File: src/rtl/core/assert_macros.svh
// assertion helpers, empty for synthesis
`ifndef ASSERT_MACROS_SVH
`define ASSERT_MACROS_SVH

`ifndef SYNTHESIS

`define ASSERT_IMP(name, clk, rstn, ante, cons) \
	name: assert property (@(posedge clk) disable iff (!rstn) (ante) |-> (cons)) \
	else $error("assertion failed");

`define ASSERT_NXT(name, clk, rstn, ante, cons) \
	name: assert property (@(posedge clk) disable iff (!rstn) (ante) |=> (cons)) \
	else $error("assertion failed");

`else

`define ASSERT_IMP(name, clk, rstn, ante, cons)

`define ASSERT_NXT(name, clk, rstn, ante, cons)

`endif

`endif

File: src/rtl/core/gpce_pkg.sv
`timescale 1ns / 1ps
package gpce_pkg;

	localparam int EVENT_SLOTS = 21;
	localparam int QUEUE_DEPTH = 2;

	localparam logic [4:0] SLOT_X    = 5'd0;
	localparam logic [4:0] SLOT_Y    = 5'd1;
	localparam logic [4:0] SLOT_Z    = 5'd2;
	localparam logic [4:0] SLOT_T    = 5'd3;
	localparam logic [4:0] SLOT_HAT  = 5'd4;
	localparam logic [4:0] SLOT_BTN0 = 5'd5;

	localparam logic [1:0] KIND_AXIS   = 2'd0;
	localparam logic [1:0] KIND_HAT    = 2'd1;
	localparam logic [1:0] KIND_BUTTON = 2'd2;

	localparam logic [1:0] AXIS_Y = 2'd0;
	localparam logic [1:0] AXIS_X = 2'd1;
	localparam logic [1:0] AXIS_Z = 2'd2;
	localparam logic [1:0] AXIS_T = 2'd3;

	localparam logic [3:0] HAT_UP     = 4'd0;
	localparam logic [3:0] HAT_RIGHT  = 4'd2;
	localparam logic [3:0] HAT_DOWN   = 4'd4;
	localparam logic [3:0] HAT_LEFT   = 4'd6;
	localparam logic [3:0] HAT_CENTER = 4'd8;

	typedef struct packed {
		logic [EVENT_SLOTS-1:0] pend;
		logic [11:0]            x_val;
		logic [11:0]            y_val;
		logic [11:0]            z_val;
		logic [11:0]            t_val;
		logic [1:0]             pov_x;
		logic [1:0]             pov_y;
		logic [15:0]            buttons;
	} job_t;

	typedef struct packed {
		logic push;
		logic full;
		logic pop;
		logic valid;
	} qctl_t;

	function automatic logic [11:0] map10(input logic [9:0] v);
		return 12'({1'b0, v, 1'b0}) - 12'd1024;
	endfunction

	// floor(v*2048/255) = 8v + floor(8v/255)
	function automatic logic [11:0] map8(input logic [7:0] v);
		logic [10:0] v8;
		logic [10:0] q;
		v8 = {v, 3'b000};
		q = 11'((12'(v8) + 12'(v8[10:8]) + 12'd1) >> 8);
		return 12'(v8) + 12'(q) - 12'd1024;
	endfunction

endpackage

File: src/rtl/core/gpce_front.sv
`timescale 1ns / 1ps
module gpce_front #(
	parameter int BUTTON_COUNT = 16
) (
	input  logic                clk,
	input  logic                arst_n,
	input  logic                s_tvalid,
	output logic                s_tready,
	input  logic [55:0]         s_tdata,
	input  logic                cfg_valid,
	input  logic                cfg_data,
	output gpce_pkg::job_t      job,
	output gpce_pkg::qctl_t     qctl_out,
	input  gpce_pkg::qctl_t     qctl_in
);
	import gpce_pkg::*;

	localparam logic [15:0] BTN_EN = 16'((17'd1 << BUTTON_COUNT) - 17'd1);

	logic        en_q;
	logic [9:0]  prev_x_q;
	logic [9:0]  prev_y_q;
	logic [7:0]  prev_z_q;
	logic [7:0]  prev_t_q;
	logic [3:0]  prev_hat_q;
	logic [15:0] prev_btn_q;

	logic [7:0]  b0, b1, b2;
	logic [9:0]  x, y;
	logic [7:0]  z, t;
	logic [3:0]  hat;
	logic [15:0] buttons;
	logic        hat_dir;
	logic [1:0]  hat_pov_x;
	logic [1:0]  hat_pov_y;
	logic        accept;
	logic [EVENT_SLOTS-1:0] pend;

	assign b0 = s_tdata[7:0];
	assign b1 = s_tdata[15:8];
	assign b2 = s_tdata[23:16];
	assign x = {b1[1:0], b0};
	assign y = {b2[3:0], b1[7:2]};
	assign z = s_tdata[31:24];
	assign t = s_tdata[47:40];
	assign hat = b2[7:4];
	assign buttons = {s_tdata[55:48], s_tdata[39:32]};

	assign s_tready = !qctl_in.full;
	assign accept = s_tvalid && s_tready;

	always_comb begin
		hat_dir = 1'b0;
		hat_pov_x = 2'b00;
		hat_pov_y = 2'b00;
		case (hat)
			HAT_UP: begin
				hat_dir = 1'b1;
				hat_pov_y = 2'b01;
			end
			HAT_RIGHT: begin
				hat_dir = 1'b1;
				hat_pov_x = 2'b01;
			end
			HAT_DOWN: begin
				hat_dir = 1'b1;
				hat_pov_y = 2'b11;
			end
			HAT_LEFT: begin
				hat_dir = 1'b1;
				hat_pov_x = 2'b11;
			end
			HAT_CENTER: begin
				hat_dir = 1'b1;
			end
			default: begin
				hat_dir = 1'b0;
			end
		endcase
	end

	assign pend = {(buttons ^ prev_btn_q) & BTN_EN,
		(hat != prev_hat_q) && hat_dir,
		t != prev_t_q, z != prev_z_q, y != prev_y_q, x != prev_x_q};

	assign job.pend = pend;
	assign job.x_val = map10(x);
	assign job.y_val = map10(y);
	assign job.z_val = map8(z);
	assign job.t_val = map8(t);
	assign job.pov_x = hat_pov_x;
	assign job.pov_y = hat_pov_y;
	assign job.buttons = buttons;

	always_comb begin
		qctl_out = '0;
		qctl_out.push = accept && en_q && (|pend);
	end

	always_ff @(posedge clk or negedge arst_n) begin
		if (!arst_n) begin
			en_q <= 1'b1;
			prev_x_q <= '0;
			prev_y_q <= '0;
			prev_z_q <= '0;
			prev_t_q <= '0;
			prev_hat_q <= HAT_CENTER;
			prev_btn_q <= '0;
		end else begin
			if (cfg_valid) begin
				en_q <= cfg_data;
			end
			if (accept) begin
				prev_btn_q <= buttons;
				if (en_q) begin
					prev_x_q <= x;
					prev_y_q <= y;
					prev_z_q <= z;
					prev_t_q <= t;
					prev_hat_q <= hat;
				end
			end
		end
	end

endmodule

File: src/rtl/core/gpce_queue.sv
`timescale 1ns / 1ps
`include "assert_macros.svh"
module gpce_queue (
	input  logic            clk,
	input  logic            arst_n,
	input  gpce_pkg::job_t  wr_data,
	input  gpce_pkg::qctl_t ctl_in,
	output gpce_pkg::qctl_t ctl_out,
	output gpce_pkg::job_t  rd_data
);
	import gpce_pkg::*;

	localparam int PW = $clog2(QUEUE_DEPTH);

	job_t                mem [QUEUE_DEPTH];
	job_t                head_q;
	logic [PW-1:0]       wr_ptr_q;
	logic [PW-1:0]       rd_ptr_q;
	logic [PW-1:0]       rd_ptr_nxt;
	logic [PW:0]         count_q;

	always_comb begin
		ctl_out = '0;
		ctl_out.full = (count_q == (PW+1)'(QUEUE_DEPTH));
		ctl_out.valid = (count_q != '0);
	end

	always_comb begin
		rd_ptr_nxt = rd_ptr_q;
		if (ctl_in.pop) begin
			rd_ptr_nxt = (rd_ptr_q == PW'(QUEUE_DEPTH - 1)) ? '0 : rd_ptr_q + 1'b1;
		end
	end

	assign rd_data = head_q;

	// head word kept registered, bypassed from the write side when it becomes the head
	always_ff @(posedge clk) begin
		if (ctl_in.push) begin
			mem[wr_ptr_q] <= wr_data;
		end
		if (ctl_in.push && (count_q == '0 || (count_q == (PW+1)'(1) && ctl_in.pop))) begin
			head_q <= wr_data;
		end else begin
			head_q <= mem[rd_ptr_nxt];
		end
	end

	always_ff @(posedge clk or negedge arst_n) begin
		if (!arst_n) begin
			wr_ptr_q <= '0;
			rd_ptr_q <= '0;
			count_q <= '0;
		end else begin
			if (ctl_in.push) begin
				wr_ptr_q <= (wr_ptr_q == PW'(QUEUE_DEPTH - 1)) ? '0 : wr_ptr_q + 1'b1;
			end
			rd_ptr_q <= rd_ptr_nxt;
			count_q <= count_q + (PW+1)'(ctl_in.push) - (PW+1)'(ctl_in.pop);
		end
	end

	`ASSERT_IMP(a_no_pop_empty, clk, arst_n, ctl_in.pop, count_q != '0)
	`ASSERT_IMP(a_no_push_full, clk, arst_n, ctl_in.push, !ctl_out.full)
	`ASSERT_NXT(a_count_step, clk, arst_n, ctl_in.push && !ctl_in.pop, count_q == $past(count_q) + 1'b1)

endmodule

File: src/rtl/core/gpce_back.sv
`timescale 1ns / 1ps
`include "assert_macros.svh"
module gpce_back (
	input  logic            clk,
	input  logic            arst_n,
	input  gpce_pkg::job_t  job_in,
	input  gpce_pkg::qctl_t qctl_in,
	output gpce_pkg::qctl_t qctl_out,
	output logic            m_tvalid,
	input  logic            m_tready,
	output logic [23:0]     m_tdata,
	output logic [1:0]      m_tuser,
	output logic            m_tlast
);
	import gpce_pkg::*;

	job_t                   job_q;
	logic [EVENT_SLOTS-1:0] pend_q;
	logic [EVENT_SLOTS-1:0] sel_oh;
	logic [EVENT_SLOTS-1:0] rest;
	logic [4:0]             idx;
	logic [3:0]             btn_idx;
	logic                   have_job;
	logic                   emit;
	logic                   last;
	logic                   load;

	logic        valid_q;
	logic [1:0]  kind_q;
	logic [1:0]  axis_num_q;
	logic [11:0] axis_val_q;
	logic [1:0]  pov_x_q;
	logic [1:0]  pov_y_q;
	logic [4:0]  btn_num_q;
	logic        btn_press_q;
	logic        last_q;

	logic [1:0]  kind_d;
	logic [1:0]  axis_num_d;
	logic [11:0] axis_val_d;
	logic [1:0]  pov_x_d;
	logic [1:0]  pov_y_d;
	logic [4:0]  btn_num_d;
	logic        btn_press_d;

	assign have_job = |pend_q;
	assign sel_oh = pend_q & (~pend_q + 1'b1);
	assign rest = pend_q & ~sel_oh;
	assign last = (rest == '0);
	assign emit = have_job && (!valid_q || m_tready);
	assign load = qctl_in.valid && (!have_job || (emit && last));

	always_comb begin
		qctl_out = '0;
		qctl_out.pop = load;
	end

	always_comb begin
		idx = '0;
		for (int i = 0; i < EVENT_SLOTS; i++) begin
			if (sel_oh[i]) begin
				idx = idx | 5'(i);
			end
		end
	end

	assign btn_idx = 4'(idx - SLOT_BTN0);

	always_comb begin
		kind_d = KIND_AXIS;
		axis_num_d = AXIS_Y;
		axis_val_d = '0;
		pov_x_d = '0;
		pov_y_d = '0;
		btn_num_d = '0;
		btn_press_d = 1'b0;
		case (idx)
			SLOT_X: begin
				axis_num_d = AXIS_X;
				axis_val_d = job_q.x_val;
			end
			SLOT_Y: begin
				axis_num_d = AXIS_Y;
				axis_val_d = job_q.y_val;
			end
			SLOT_Z: begin
				axis_num_d = AXIS_Z;
				axis_val_d = job_q.z_val;
			end
			SLOT_T: begin
				axis_num_d = AXIS_T;
				axis_val_d = job_q.t_val;
			end
			SLOT_HAT: begin
				kind_d = KIND_HAT;
				pov_x_d = job_q.pov_x;
				pov_y_d = job_q.pov_y;
			end
			default: begin
				kind_d = KIND_BUTTON;
				btn_num_d = 5'(btn_idx) + 5'd1;
				btn_press_d = job_q.buttons[btn_idx];
			end
		endcase
	end

	always_ff @(posedge clk) begin
		if (load) begin
			job_q <= job_in;
		end
		if (emit) begin
			kind_q <= kind_d;
			axis_num_q <= axis_num_d;
			axis_val_q <= axis_val_d;
			pov_x_q <= pov_x_d;
			pov_y_q <= pov_y_d;
			btn_num_q <= btn_num_d;
			btn_press_q <= btn_press_d;
			last_q <= last;
		end
	end

	always_ff @(posedge clk or negedge arst_n) begin
		if (!arst_n) begin
			pend_q <= '0;
			valid_q <= 1'b0;
		end else begin
			if (load) begin
				pend_q <= job_in.pend;
			end else if (emit) begin
				pend_q <= rest;
			end
			if (emit) begin
				valid_q <= 1'b1;
			end else if (m_tready) begin
				valid_q <= 1'b0;
			end
		end
	end

	assign m_tvalid = valid_q;
	assign m_tdata = {btn_press_q, btn_num_q, pov_y_q, pov_x_q, axis_val_q, axis_num_q};
	assign m_tuser = kind_q;
	assign m_tlast = last_q;

	`ASSERT_IMP(a_onehot_sel, clk, arst_n, have_job, $onehot(sel_oh))
	`ASSERT_IMP(a_load_idle, clk, arst_n, load, !have_job || (emit && last))
	`ASSERT_NXT(a_emit_valid, clk, arst_n, emit, valid_q)

endmodule

File: src/rtl/core/gamepad_report_change_events.sv
`timescale 1ns / 1ps
// channel  dir  handshake            payload
// s        in   s_tvalid/s_tready    s_tdata: report bytes 0..6
// m        out  m_tvalid/m_tready    m_tdata, m_tuser (event kind), m_tlast
// cfg      in   cfg_valid/cfg_ready  cfg_data: events_enabled
//
// one event word leaves per cycle while m_tready is high; a report causes one event
// per change (up to 21), issued in turn by the event sequencer in the back end
// the front takes a report every cycle while the two-entry job queue has room
// reports that cause no event never enter the queue
// reset clears state, queue and output; events_enabled resets to 1
module gamepad_report_change_events #(
	parameter int BUTTON_COUNT = 16
) (
	input  logic        clk,
	input  logic        arst_n,
	input  logic        s_tvalid,
	output logic        s_tready,
	input  logic [55:0] s_tdata,  // report_byte0 .. report_byte6
	output logic        m_tvalid,
	input  logic        m_tready,
	// axis_number, axis_value, pov_x, pov_y, button_number, button_pressed
	output logic [23:0] m_tdata,
	output logic [1:0]  m_tuser,  // event_kind
	output logic        m_tlast,
	input  logic        cfg_valid,
	output logic        cfg_ready,
	input  logic        cfg_data
);
	import gpce_pkg::*;

	job_t  job_push;
	job_t  job_pop;
	qctl_t front_ctl;
	qctl_t queue_ctl;
	qctl_t back_ctl;
	qctl_t queue_in;

	assign cfg_ready = 1'b1;

	always_comb begin
		queue_in = '0;
		queue_in.push = front_ctl.push;
		queue_in.pop = back_ctl.pop;
	end

	gpce_front #(
		.BUTTON_COUNT(BUTTON_COUNT)
	) u_front (
		.clk      (clk),
		.arst_n   (arst_n),
		.s_tvalid (s_tvalid),
		.s_tready (s_tready),
		.s_tdata  (s_tdata),
		.cfg_valid(cfg_valid),
		.cfg_data (cfg_data),
		.job      (job_push),
		.qctl_out (front_ctl),
		.qctl_in  (queue_ctl)
	);

	gpce_queue u_queue (
		.clk    (clk),
		.arst_n (arst_n),
		.wr_data(job_push),
		.ctl_in (queue_in),
		.ctl_out(queue_ctl),
		.rd_data(job_pop)
	);

	gpce_back u_back (
		.clk     (clk),
		.arst_n  (arst_n),
		.job_in  (job_pop),
		.qctl_in (queue_ctl),
		.qctl_out(back_ctl),
		.m_tvalid(m_tvalid),
		.m_tready(m_tready),
		.m_tdata (m_tdata),
		.m_tuser (m_tuser),
		.m_tlast (m_tlast)
	);

endmodule
File: config.mk
export PLATFORM = sky130hd
export DESIGN_NAME = gamepad_report_change_events
export DESIGN_NICKNAME = d
export VERILOG_FILES = /design/src/rtl/core/gpce_pkg.sv /design/src/rtl/core/gpce_front.sv /design/src/rtl/core/gpce_queue.sv /design/src/rtl/core/gpce_back.sv /design/src/rtl/core/gamepad_report_change_events.sv
export VERILOG_INCLUDE_DIRS = /design/src /design/src/rtl/core
export SDC_FILE = /design/constraint.sdc
export NUM_CORES = 1
export LEC_CHECK = 0
export BUFFER_PORTS_ARGS = -buffer_cell sky130_fd_sc_hd__buf_2
export CAP_MARGIN = 20
export CORE_UTILIZATION = 65
export DETAILED_ROUTE_END_ITERATION = 8
export HOLD_SLACK_MARGIN = 0.15
export PLACE_DENSITY = 0.92
export SLEW_MARGIN = 20
export SYNTH_ARGS = -nofsm -noshare
export SYNTH_HDL_FRONTEND = slang
export SYNTH_SLANG_ARGS = --single-unit
File: constraint.sdc
create_clock -name clk -period 15.75 [get_ports clk]
set_input_delay 0.7875 -clock clk [delete_from_list [all_inputs] [get_ports clk]]
set_output_delay 0.7875 -clock clk [all_outputs]
set_load 0.02 [all_outputs]
Yosys cells after proc, flatten, opt, wreduce, memory -nomap -nowiden:

Memory sizes are Yosys's and may differ from the RTL's.
Index checks and enable logic that the tools add are counted.

* bits in registers: 267
* memories kept: 1
* RAM bits: 178
* word-level logic and storage cells: 140
* output and inout port bits: 30

Memories
* u_queue.mem: depth 2, width 89, rd ports 1, clocked after memory_dff 0, wr ports 1, RTL line gpce_queue.sv:15 `job_t mem [QUEUE_DEPTH];`

* mux-type cells: 38
* $add $sub $neg: 17
* $lt $le $gt $ge: 1
* reduce and logical (&&, ||, !) cells: 28
* bitwise operators: 5
* eq/ne operators: 15

Operators with widths (count)
* $mux 89: 1
* $pmux 12 s4: 1
* $and 21x21->21: 2
* $mux 21: 2
* $not 21->21: 2
* $reduce_or 21->1: 2
* $mux 4: 8
* $mux 5: 5
* $add 11x3->12: 2
* $add 11x4->12: 2
* $add 12x1->12 const B: 2
* $sub 11x11->12 const B: 2
* $sub 12x11->12 const B: 2
* $add 21x1->21 const B: 1
* $logic_not 21->1: 1
* $ne 10x10->1: 2
* $ne 8x8->1: 2
* $xor 16x16->16: 1
* $mux 3: 4
* $pmux 2 s2: 3
* $eq 5x2->1 const B: 2
* $mux 1: 10
* $reduce_or 5->1: 2
* $logic_and 1x1->1: 9
* 25 further kinds: 34

Logic depth before layout (Yosys ltp):

Gate-level depths: netlist of run 1.

* word-level depth: 26
* mapped depth: 15
* depth with buffers taken out: 12

By module:

A second synthesis of run 1 with hierarchy kept.

* cell total of the unflattened synthesis: 1149
* area total of the unflattened synthesis: 18178.7 µm²

By module, submodules not included
* gpce_queue: cells each 485, sequential area each 7226.9 µm², times used 1, area each 9638.0 µm²
* gpce_back: cells each 362, sequential area each 3403.3 µm², times used 1, area each 5071.1 µm²
* gpce_front: cells each 299, sequential area each 1428.9 µm², times used 1, area each 3454.6 µm²
* gamepad_report_change_events: cells each 3, sequential area each 0.0 µm², times used 1, area each 15.0 µm²

Worst setup path before layout of run 1:

Ideal clock, no wire load.

* path kind: reg-to-reg
* start: register u_back.pend_q[3]
* end: register u_queue.count_q[1]
* required time: 15.670 ns
* setup slack: 10.137 ns
* setup time: 0.080 ns
* data arrival time: 5.533 ns
* stages on the path, launching flop included: 16
* path buffers: 3
* clock period less this slack: 5.613 ns
* cells stage by stage: dfrtp_1 > clkbuf_1 > or4_1 > or3_1 > buf_2 > o21ai_1 > nand4_1 > or2_1 > o31a_1 > nor2_1 > clkbuf_1 > ha_1 > inv_1 > ha_1 > xnor2_1 > xnor2_1

* cells in the longest elaborated chain, start to end: 10
* elaborated cells between the ends (all ways): 13
* those cells by class: 2 x add/sub; 4 x bitwise; 7 x reduce/logical

Ends and longest elaborated chain
* start: declaration: RTL line gpce_back.sv:18 `logic [EVENT_SLOTS-1:0] pend_q;`
* start signal: assignment: RTL line gpce_back.sv:129 `pend_q <= job_in.pend;`
* start signal: assignment: RTL line gpce_back.sv:131 `pend_q <= rest;`
* $not 21->21: RTL line gpce_back.sv:47 `assign sel_oh = pend_q & (~pend_q + 1'b1);`
* $add 21x1->21: RTL line gpce_back.sv:47
* $and 21x21->21: RTL line gpce_back.sv:47
* $not 21->21: RTL line gpce_back.sv:48 `assign rest = pend_q & ~sel_oh;`
* $and 21x21->21: RTL line gpce_back.sv:48
* $logic_not 21->1: RTL line gpce_back.sv:49 `assign last = (rest == '0);`
* $logic_and 1x1->1: RTL line gpce_back.sv:51 `assign load = qctl_in.valid && (!have_job || (emit && last));`
* $logic_or 1x1->1 (*): RTL line gpce_back.sv:51
* $logic_and 1x1->1 (*): RTL line gpce_back.sv:51
* named net u_back.load: RTL line gpce_back.sv:26 `logic load;`
* $sub 2x1->2 (*): RTL line gpce_queue.sv:59 `count_q <= count_q + (PW+1)'(ctl_in.push) - (PW+1)'(ctl_in.pop);`
* end signal: assignment: RTL line gpce_queue.sv:59
* end: declaration: RTL line gpce_queue.sv:20 `logic [PW:0] count_q;`

The timed path passes the listed nets; every way through them passes the cells marked *.
A chain may end at the register's enable or synchronous reset.

Worst setup path after layout of run 1:

* start: register u_back.pend_q[5]
* end: register u_back.job_q[8] (netlist name) (enable)

* cells in the longest elaborated chain, start to end: 9
* elaborated cells between the ends (all ways): 12
* those cells by class: 1 x add/sub; 4 x bitwise; 7 x reduce/logical

Ends and longest elaborated chain
* $not 21->21: RTL line gpce_back.sv:47
* $add 21x1->21: RTL line gpce_back.sv:47
* $and 21x21->21: RTL line gpce_back.sv:47
* $not 21->21: RTL line gpce_back.sv:48
* $and 21x21->21: RTL line gpce_back.sv:48
* $logic_not 21->1: RTL line gpce_back.sv:49
* $logic_and 1x1->1: RTL line gpce_back.sv:51
* $logic_or 1x1->1 (*): RTL line gpce_back.sv:51
* $logic_and 1x1->1 (*): RTL line gpce_back.sv:51
* end signal: assignment: RTL line gpce_back.sv:109 `job_q <= job_in;`
* end: declaration: RTL line gpce_back.sv:17 `job_t job_q;`

Every way passes the cells marked *; elsewhere a longest branch is shown, timed or not.

==> impl_summary.txt, run 1 <==
----------------------------------------------------
[Run status]
  Outcome ... completed

[Synthesis]
  Most frequently used flop master after synthesis ... sky130_fd_sc_hd__edfxtp_1
  Post-synthesis share of cell area spent on and, or, nand and nor gates ... 7.96%
  Net count of the mapped netlist ... 1,280
  Number of cells produced by synthesis ... 1,207
  Avg Cell Area, Syn ... 14.2 µm²
  Dominant cell type by area after synthesis ... sky130_fd_sc_hd__edfxtp_1
  Sequential-to-total area share from yosys stat ... 67.6%
  Compound-gate portion of the synthesized area ... 4.52%
  Proportion of register bits with asynchronous set or reset after synthesis ... 19.3%
  Largest family of logic cells by synthesized area ... multiplexers
  Xor-xnor portion of the synthesized cell area ... 3.67%
  Fraction of post-synthesis cell area in the top cell type by area ... 45.6%
  Distinct cell type count of the synthesized netlist ... 66
  Top post-synthesis cells by area ... sky130_fd_sc_hd__edfxtp_1 46%, sky130_fd_sc_hd__dfrtp_1 12%, sky130_fd_sc_hd__dfxtp_1 9.9%
  Proportion of synthesized area in mux cells ... 12.7%
  Synth Register Bits ... 429
  Number of enable-type register cells in the synthesized netlist ... 261
  Number of warnings reported in the yosys synthesis log ... 0
  Combined area of all synthesized cells ... 17,200 µm²
  Arithmetic-cell share of the synthesized area counting full adders, half adders and majority gates ... 0.918%

[STA]
  Transition time at the pin with the least slew margin ... 979 ps
  Unrepaired setup endpoints after global routing ... false
  Count of pins over their slew limit ... 0
  Post-Route Setup TNS ... 0 ps
  Fmax ... 219 MHz
  Share of the clock period used by the worst path after layout ... 29.0%
  Setup Viol. Count Final ... 0
  Tightest slew margin relative to the limit ... 34.6%
  Final critical-path required period ... 4570 ps
  Final Hold Vio Count ... 0
  Worst-case clock skew ... 31.9 ps
  Slack of the critical path ... 11,180 ps

[Layout]
  Nets ... 1,371
  Layout Cells excl Fill ... 1,667
  Fill cell total of the finished layout ... 1,536
  Core utilization of the finished layout ... 74.3%
  Layout cells sized above 1 ... 23.3%
  Area growth from synthesis to layout ... 12.4%

[GRT]
  Vias in the first global route ... 10,100
  Pin count of the biggest net entering global routing ... 61
  Number of antenna violations at the first check in global routing ... 1
  Highest-utilization routing layer at the global route stage ... met2
  Overall overflow remaining after global route ... 0
  Met2 GRT Util ... 44.9%
  Met3 demand-to-capacity share in global routing ... 4.55%
  First-pass GRT wire length ... 55.7 mm
  Met1 layer usage reported by global route ... 37.3%
  GRT Resource Usage Total ... 27.1%

[CTS]
  Master cell of the clock root buffer ... sky130_fd_sc_hd__clkbuf_16
  Number of buffers on the longest clock path ... 3
  Cts-stage hold buffer count ... 0
  TritonCTS clock tree ... done
  Buffers inserted during post-CTS setup optimization ... 0
  Clk sink count ... 429
  Clock transition at path regs ... 60 ps
  Maximum level of the CTS H-tree ... 2
  Number of cells upsized or downsized after cts ... 0
  Clock latency on the worst-skew pair ... 550 ps
  Clock buffers created by TritonCTS ... 41

[Placed design]
  DP Wirelength ... 22.2 mm
  Pre-CTS worst setup slack ... 11,230 ps
  GPL Wtd Cong ... 0.947
  Cell Count Post-Placement ... 1,589
  Port Buffers ... 90

[Critical path]
  Critical path class ... flop to flop
  Category of the worst setup path capture point ... flop
  Worst reg2reg startpoint ... u_back.pend_q[5]$_DFFE_PN0P_
  Data arrival time of the worst path ... 4720 ps
  Crit path max fanout ... 53
  Slack of the worst reg-to-reg path ... 11,180 ps
  Required arrival time at the worst endpoint ... 15,900 ps
  Crit start category ... flop
  Critical path origin ... u_back.pend_q[5]$_DFFE_PN0P_
  Register-to-Register Path Depth ... 8
  Reg-to-reg critical path endpoint ... u_back.job_q[8]$_DFFE_PP_

[Drt]
  Initial DRC count ... 1,078
  Antenna-violating nets left ... 0
  Routed vias/inst ... 6.09
  Average wire per standard cell ... 21.6 µm
  Final wirelength ... 36.0 mm
  Post-route DRC ... 0
  Total number of vias ... 10,200
  First-pass DRT Iterations ... 5

[Power]
  Total power ... 0.00487 W
  Leakage component of the power ... 7.37 nW
  Cell Pwr Density ... 252 nW/µm²
  Worst vdd rail ir drop ... 0.210 mV

[Floorplan]
  Width of the die ... 165 µm
  Number of primary I/O pins ... 92
  Floorplan row count ... 59
  Die Ht ... 165 µm
  Area enclosed by the die boundary ... 27,100 µm²
  Initial core utilization ... 66.1%
  Core outline area ... 26,000 µm²

[Worst hold path]
  Path type of the worst min-delay path ... primary input to async pin

[Job]
  Number of max-cap violations ... 0

----------------------------------------------------
-- cell usage after synthesis, types with 5 or more instances --
cell / instances
sky130_fd_sc_hd__xnor2_1: 57
sky130_fd_sc_hd__buf_4: 8
sky130_fd_sc_hd__a22o_1: 20
sky130_fd_sc_hd__clkbuf_1: 30
sky130_fd_sc_hd__or2_2: 5
sky130_fd_sc_hd__nand4_1: 18
sky130_fd_sc_hd__nand3_1: 18
sky130_fd_sc_hd__and3_1: 9
sky130_fd_sc_hd__mux2_1: 22
sky130_fd_sc_hd__xor2_1: 15
sky130_fd_sc_hd__inv_1: 40
sky130_fd_sc_hd__mux2_2: 119
sky130_fd_sc_hd__nor3_1: 13
sky130_fd_sc_hd__ha_1: 11
sky130_fd_sc_hd__dfxtp_1: 85
sky130_fd_sc_hd__a22oi_1: 18
sky130_fd_sc_hd__a21oi_1: 7
sky130_fd_sc_hd__or4_1: 7
sky130_fd_sc_hd__edfxtp_1: 261
sky130_fd_sc_hd__mux2i_1: 50
sky130_fd_sc_hd__nor2_1: 36
sky130_fd_sc_hd__and2_1: 13
sky130_fd_sc_hd__or3_1: 5
sky130_fd_sc_hd__o21ai_0: 25
sky130_fd_sc_hd__dfrtp_1: 81
sky130_fd_sc_hd__nand2_1: 144
sky130_fd_sc_hd__buf_2: 11
sky130_fd_sc_hd__nor4_1: 10
-- sequential cells by signal, summed over array words and instances, names as in the netlist, 2 cells and up --
name / cells
u_back.axis_num_q: 2
u_back.axis_val_q: 12
u_back.btn_num_q: 5
u_back.job_q: 64
u_back.m_tuser: 2
u_back.pend_q: 21
u_back.pov_x_q: 2
u_back.pov_y_q: 2
u_front.prev_btn_q: 16
u_front.prev_hat_q: 4
u_front.prev_t_q: 8
u_front.prev_x_q: 10
u_front.prev_y_q: 10
u_front.prev_z_q: 8
u_queue.count_q: 2
u_queue.mem: 170
u_queue.rd_data: 85
-- report_power, final --
group,internal (W),switching (W),leakage (nW)
logic,0.000797,0.00121,2.55
registers,0.00169,0.000181,4.14
clock network,0.000578,0.000413,0.677
-- worst max-delay path, stage by stage (launching register included) --
cell	delay, ps
sky130_fd_sc_hd__dfrtp_1	470
sky130_fd_sc_hd__or4_1	650
sky130_fd_sc_hd__nor4_2	520
sky130_fd_sc_hd__a21oi_1	130
sky130_fd_sc_hd__nand4b_1	220
sky130_fd_sc_hd__or2_1	300
sky130_fd_sc_hd__o31a_1	400
sky130_fd_sc_hd__nor2_4	770
sky130_fd_sc_hd__buf_4	700
-- worst max path at each step --
stage,endpoint,cells past startpoint
final,u_back.job_q[8]$_DFFE_PP_,8
after global routing,u_back.job_q[10]$_DFFE_PP_,8
after CTS,u_back.job_q[9]$_DFFE_PP_,8
after detailed placement,u_back.job_q[8]$_DFFE_PP_,8
after global placement,u_back.job_q[8]$_DFFE_PP_,8
after floorplan,u_queue.count_q[1]$_DFF_PN0_,15
-- layer usage --
metal | wire, µm | part of all wire, %
met1 | 14800 | 41
met2 | 17800 | 50
met4 | 829 | 2.3
met3 | 2540 | 7.0
met5 | 0 | 0
-- cell usage in the layout (no fill, tap or decap), types with 18 or more instances in the layout --
cell                        Yosys  routed
sky130_fd_sc_hd__edfxtp_1     261     261
sky130_fd_sc_hd__nand2_1      144     144
sky130_fd_sc_hd__mux2_2       119     119
sky130_fd_sc_hd__buf_2         11      89
sky130_fd_sc_hd__dfxtp_1       85      85
sky130_fd_sc_hd__dfrtp_1       81      81
sky130_fd_sc_hd__xnor2_1       57      57
sky130_fd_sc_hd__mux2i_1       50      50
sky130_fd_sc_hd__clkbuf_16      0      42
sky130_fd_sc_hd__inv_1         40      40
sky130_fd_sc_hd__nor2_1        36      34
sky130_fd_sc_hd__o21ai_0       25      25
sky130_fd_sc_hd__mux2_1        22      22
sky130_fd_sc_hd__a22o_1        20      20
sky130_fd_sc_hd__nand3_1       18      18
sky130_fd_sc_hd__nand4_1       18      18
sky130_fd_sc_hd__a22oi_1       18      18
-- final cells by class --
class,count,area [µm²],area share (%)
antenna,1,2.50,0.0130
clock buffer,55,1140,5.90
clock inverter,21,233,1.21
inverter,42,158,0.817
multi-input combinational,679,5150,26.7
sequential,429,11600,60.2
tap,335,419,2.17
timing repair buffer,105,586,3.03
-- logic make-up after synthesis --
kind of cell,after synthesis
AOI/OAI and AO/OA,106
xor gates and xnor gates,72
adders and majority gates,13
buffers and inverters,99
DFF,429
muxes,195
other,1
and+or+nand+nor,292
-- through the flow --
stage                     hold slack (ps)  cell area (µm²)
after CTS                             265            19300
final                                 257            19300
after detailed placement              389            17900
after floorplan                       386            17200
after global routing                  281            19300
after global placement                385            17900
No activity file was read; power rests on OpenSTA's default activity.
==> run 2: changes to the inputs <==
CORE_UTILIZATION = 55   (was 65)
PLACE_DENSITY = 0.84   (was 0.92)
clock period = 4.02 ns   (was 15.75 ns; I/O delays follow)
==> impl_summary.txt, run 2 (same netlist as run 1, synthesis figures left out) <==
----------------------------------------------------
[Power]
  Sequential group share of total power ... 37.0%
  Worst vdd rail ir drop ... 0.897 mV
  Switching power ... 0.00723 W
  Fraction of power spent switching nets ... 36.9%
  Cell Pwr Density ... 965 nW/µm²
  Leakage component of the power ... 7.78 nW
  Portion of total power attributed to the clock network ... 19.0%
  Combinational power share ... 44.0%
  Internal portion of total power ... 0.0123 W

[GRT]
  GRT Resource Usage Total ... 24.0%
  Vias in the first global route ... 10,400
  Number of antenna violations at the first check in global routing ... 0
  Overall overflow remaining after global route ... 0
  First-pass GRT wire length ... 58.1 mm
  Pin count of the biggest net entering global routing ... 62

[Layout]
  Most common cell after layout, fill and taps aside ... sky130_fd_sc_hd__edfxtp_1
  Area growth from synthesis to layout ... 18.1%
  Max reg flops ... 170
  Nets ... 1,467
  Layout cells sized above 1 ... 23.8%
  Most frequent cells in the layout ... 261 x sky130_fd_sc_hd__edfxtp_1, 144 x sky130_fd_sc_hd__nand2_1, 119 x sky130_fd_sc_hd__mux2_2
  Fill cell total of the finished layout ... 1,959
  Core utilization of the finished layout ... 66.1%
  Top register by number of flip-flops ... u_queue.mem

[Critical path]
  Data arrival time of the worst path ... 4250 ps
  Category of the worst setup path capture point ... flop
  Critical path class ... flop to flop
  Required arrival time at the worst endpoint ... 4410 ps
  Crit start category ... flop
  Crit path max fanout ... 21
  Register-to-Register Path Depth ... 11

[STA]
  Share of the clock period used by the worst path after layout ... 95.9%
  Final Hold Vio Count ... 0
  Tightest slew margin relative to the limit ... 36.4%
  Worst-case clock skew ... 19.4 ps
  Fmax ... 259 MHz
  Setup Viol. Count Final ... 0
  Count of pins over their slew limit ... 0
  Unrepaired setup endpoints after global routing ... false
  Post-Route Setup TNS ... 0 ps
  Transition time at the pin with the least slew margin ... 954 ps
  Final critical-path required period ... 3860 ps

[Floorplan]
  Area enclosed by the die boundary ... 31,900 µm²
  Core outline area ... 30,700 µm²
  Floorplan row count ... 64
  Initial core utilization ... 56.0%
  Die Ht ... 179 µm
  Number of primary I/O pins ... 92
  Width of the die ... 179 µm

[Drt]
  Final wirelength ... 37.4 mm
  Total number of vias ... 10,500
  Initial DRC count ... 886
  First-pass DRT Iterations ... 8
  Routed vias/inst ... 5.74
  Post-route DRC ... 0
  Average wire per standard cell ... 20.5 µm
  Antenna-violating nets left ... 0

[CTS]
  TritonCTS clock tree ... done
  Clock transition at path regs ... 60 ps
  Number of buffers on the longest clock path ... 3
  Clock latency on the worst-skew pair ... 540 ps
  Buffers inserted during post-CTS setup optimization ... 0
  Clk sink count ... 429
  Maximum level of the CTS H-tree ... 2
  Clock buffers created by TritonCTS ... 42
  Master cell of the clock root buffer ... sky130_fd_sc_hd__clkbuf_16

[Placed design]
  Port Buffers ... 90
  DP Wirelength ... 22.3 mm
  GPL Wtd Cong ... 0.940

[Job]
  Number of max-cap violations ... 0

[Worst hold path]
  Path type of the worst min-delay path ... primary input to async pin

[Run status]
  Outcome ... completed

----------------------------------------------------
==> run 2: final cells by class <==
| class | count | area (µm²) | area share [%] |
|---|---|---|---|
| clock buffers | 66 | 1220 | 6.03 |
| clock inverters | 12 | 76.3 | 0.376 |
| multi-input cells | 679 | 5160 | 25.4 |
| inverters | 42 | 158 | 0.777 |
| flip-flops and latches | 429 | 11600 | 57.3 |
| well taps | 396 | 495 | 2.44 |
| diodes | 1 | 2.50 | 0.0123 |
| repair buffers | 200 | 1550 | 7.65 |
==> run 2: worst paths after layout <==
check / to / slack (ps) / start
setup / recovery: u_queue.rd_data[87]$_DFF_P_ / 160 / u_back.pend_q[3]$_DFFE_PN0P_
hold / removal: u_front.prev_t_q[5]$_DFFE_PN0P_ / 240 / arst_n
setup reg to reg: u_queue.rd_data[87]$_DFF_P_ / 160 / u_back.pend_q[3]$_DFFE_PN0P_
hold reg to reg: u_back.job_q[21]$_DFFE_PP_ / 400 / u_queue.rd_data[21]$_DFF_P_
max in group asynchronous: u_front.prev_btn_q[1]$_DFFE_PN0P_ / 2740 / arst_n
min in group clk: u_queue.wr_ptr_q$_DFFE_PN0P_ / 270 / s_tvalid
==> run 2: stage by stage <==
stage	instance area, µm²	total power, W	setup WS (ps)	instances	hold WS (ps)
final	20300	0.0196	163	1825	242
after global routing	20300	0.0206	32.4	1824	282
after CTS	20200	0.0195	96.0	1823	245
after detailed placement	18300	0.0157	183	1685	266
after global placement	18300	0.0155	168	1685	264
after floorplan	17200	0.0129	-58.7	1207	-94.6
==> run 2: layer usage <==
layer  routed length, µm  part of all wire, %  track usage, %
met1               15300                   41            32.8
met2               18600                   50            39.5
met3                2650                  7.1            3.86
met4                 849                  2.3            7.77
met5                   0                    0               0
==> run 2: power groups by stage <==
stage | logic, W | clock network [W] | registers (W)
finish | 0.00861 | 0.00371 | 0.00725
global route | 0.00936 | 0.00392 | 0.00735
CTS | 0.00854 | 0.00374 | 0.00721
detailed placement | 0.00840 | 0 | 0.00727
global placement | 0.00825 | 0 | 0.00722
floorplan | 0.00563 | 0 | 0.00724
==> run 2: what timing repair did <==
action                                 CTS  global route
endpoints found under the hold margin  306             0
gates resized for setup                  0             2
setup endpoints to repair                0            20
hold buffers                            60             0
==> run 2: worst max-delay path, cell delays in order (launching register included) <==
cell,delay [ps]
sky130_fd_sc_hd__dfrtp_1,470
sky130_fd_sc_hd__or4_1,620
sky130_fd_sc_hd__or3_4,460
sky130_fd_sc_hd__nor3_2,240
sky130_fd_sc_hd__o31ai_1,170
sky130_fd_sc_hd__a311o_1,410
sky130_fd_sc_hd__a311oi_4,260
sky130_fd_sc_hd__buf_12,230
sky130_fd_sc_hd__buf_12,210
sky130_fd_sc_hd__buf_6,230
sky130_fd_sc_hd__mux2i_1,290
sky130_fd_sc_hd__mux2i_1,110
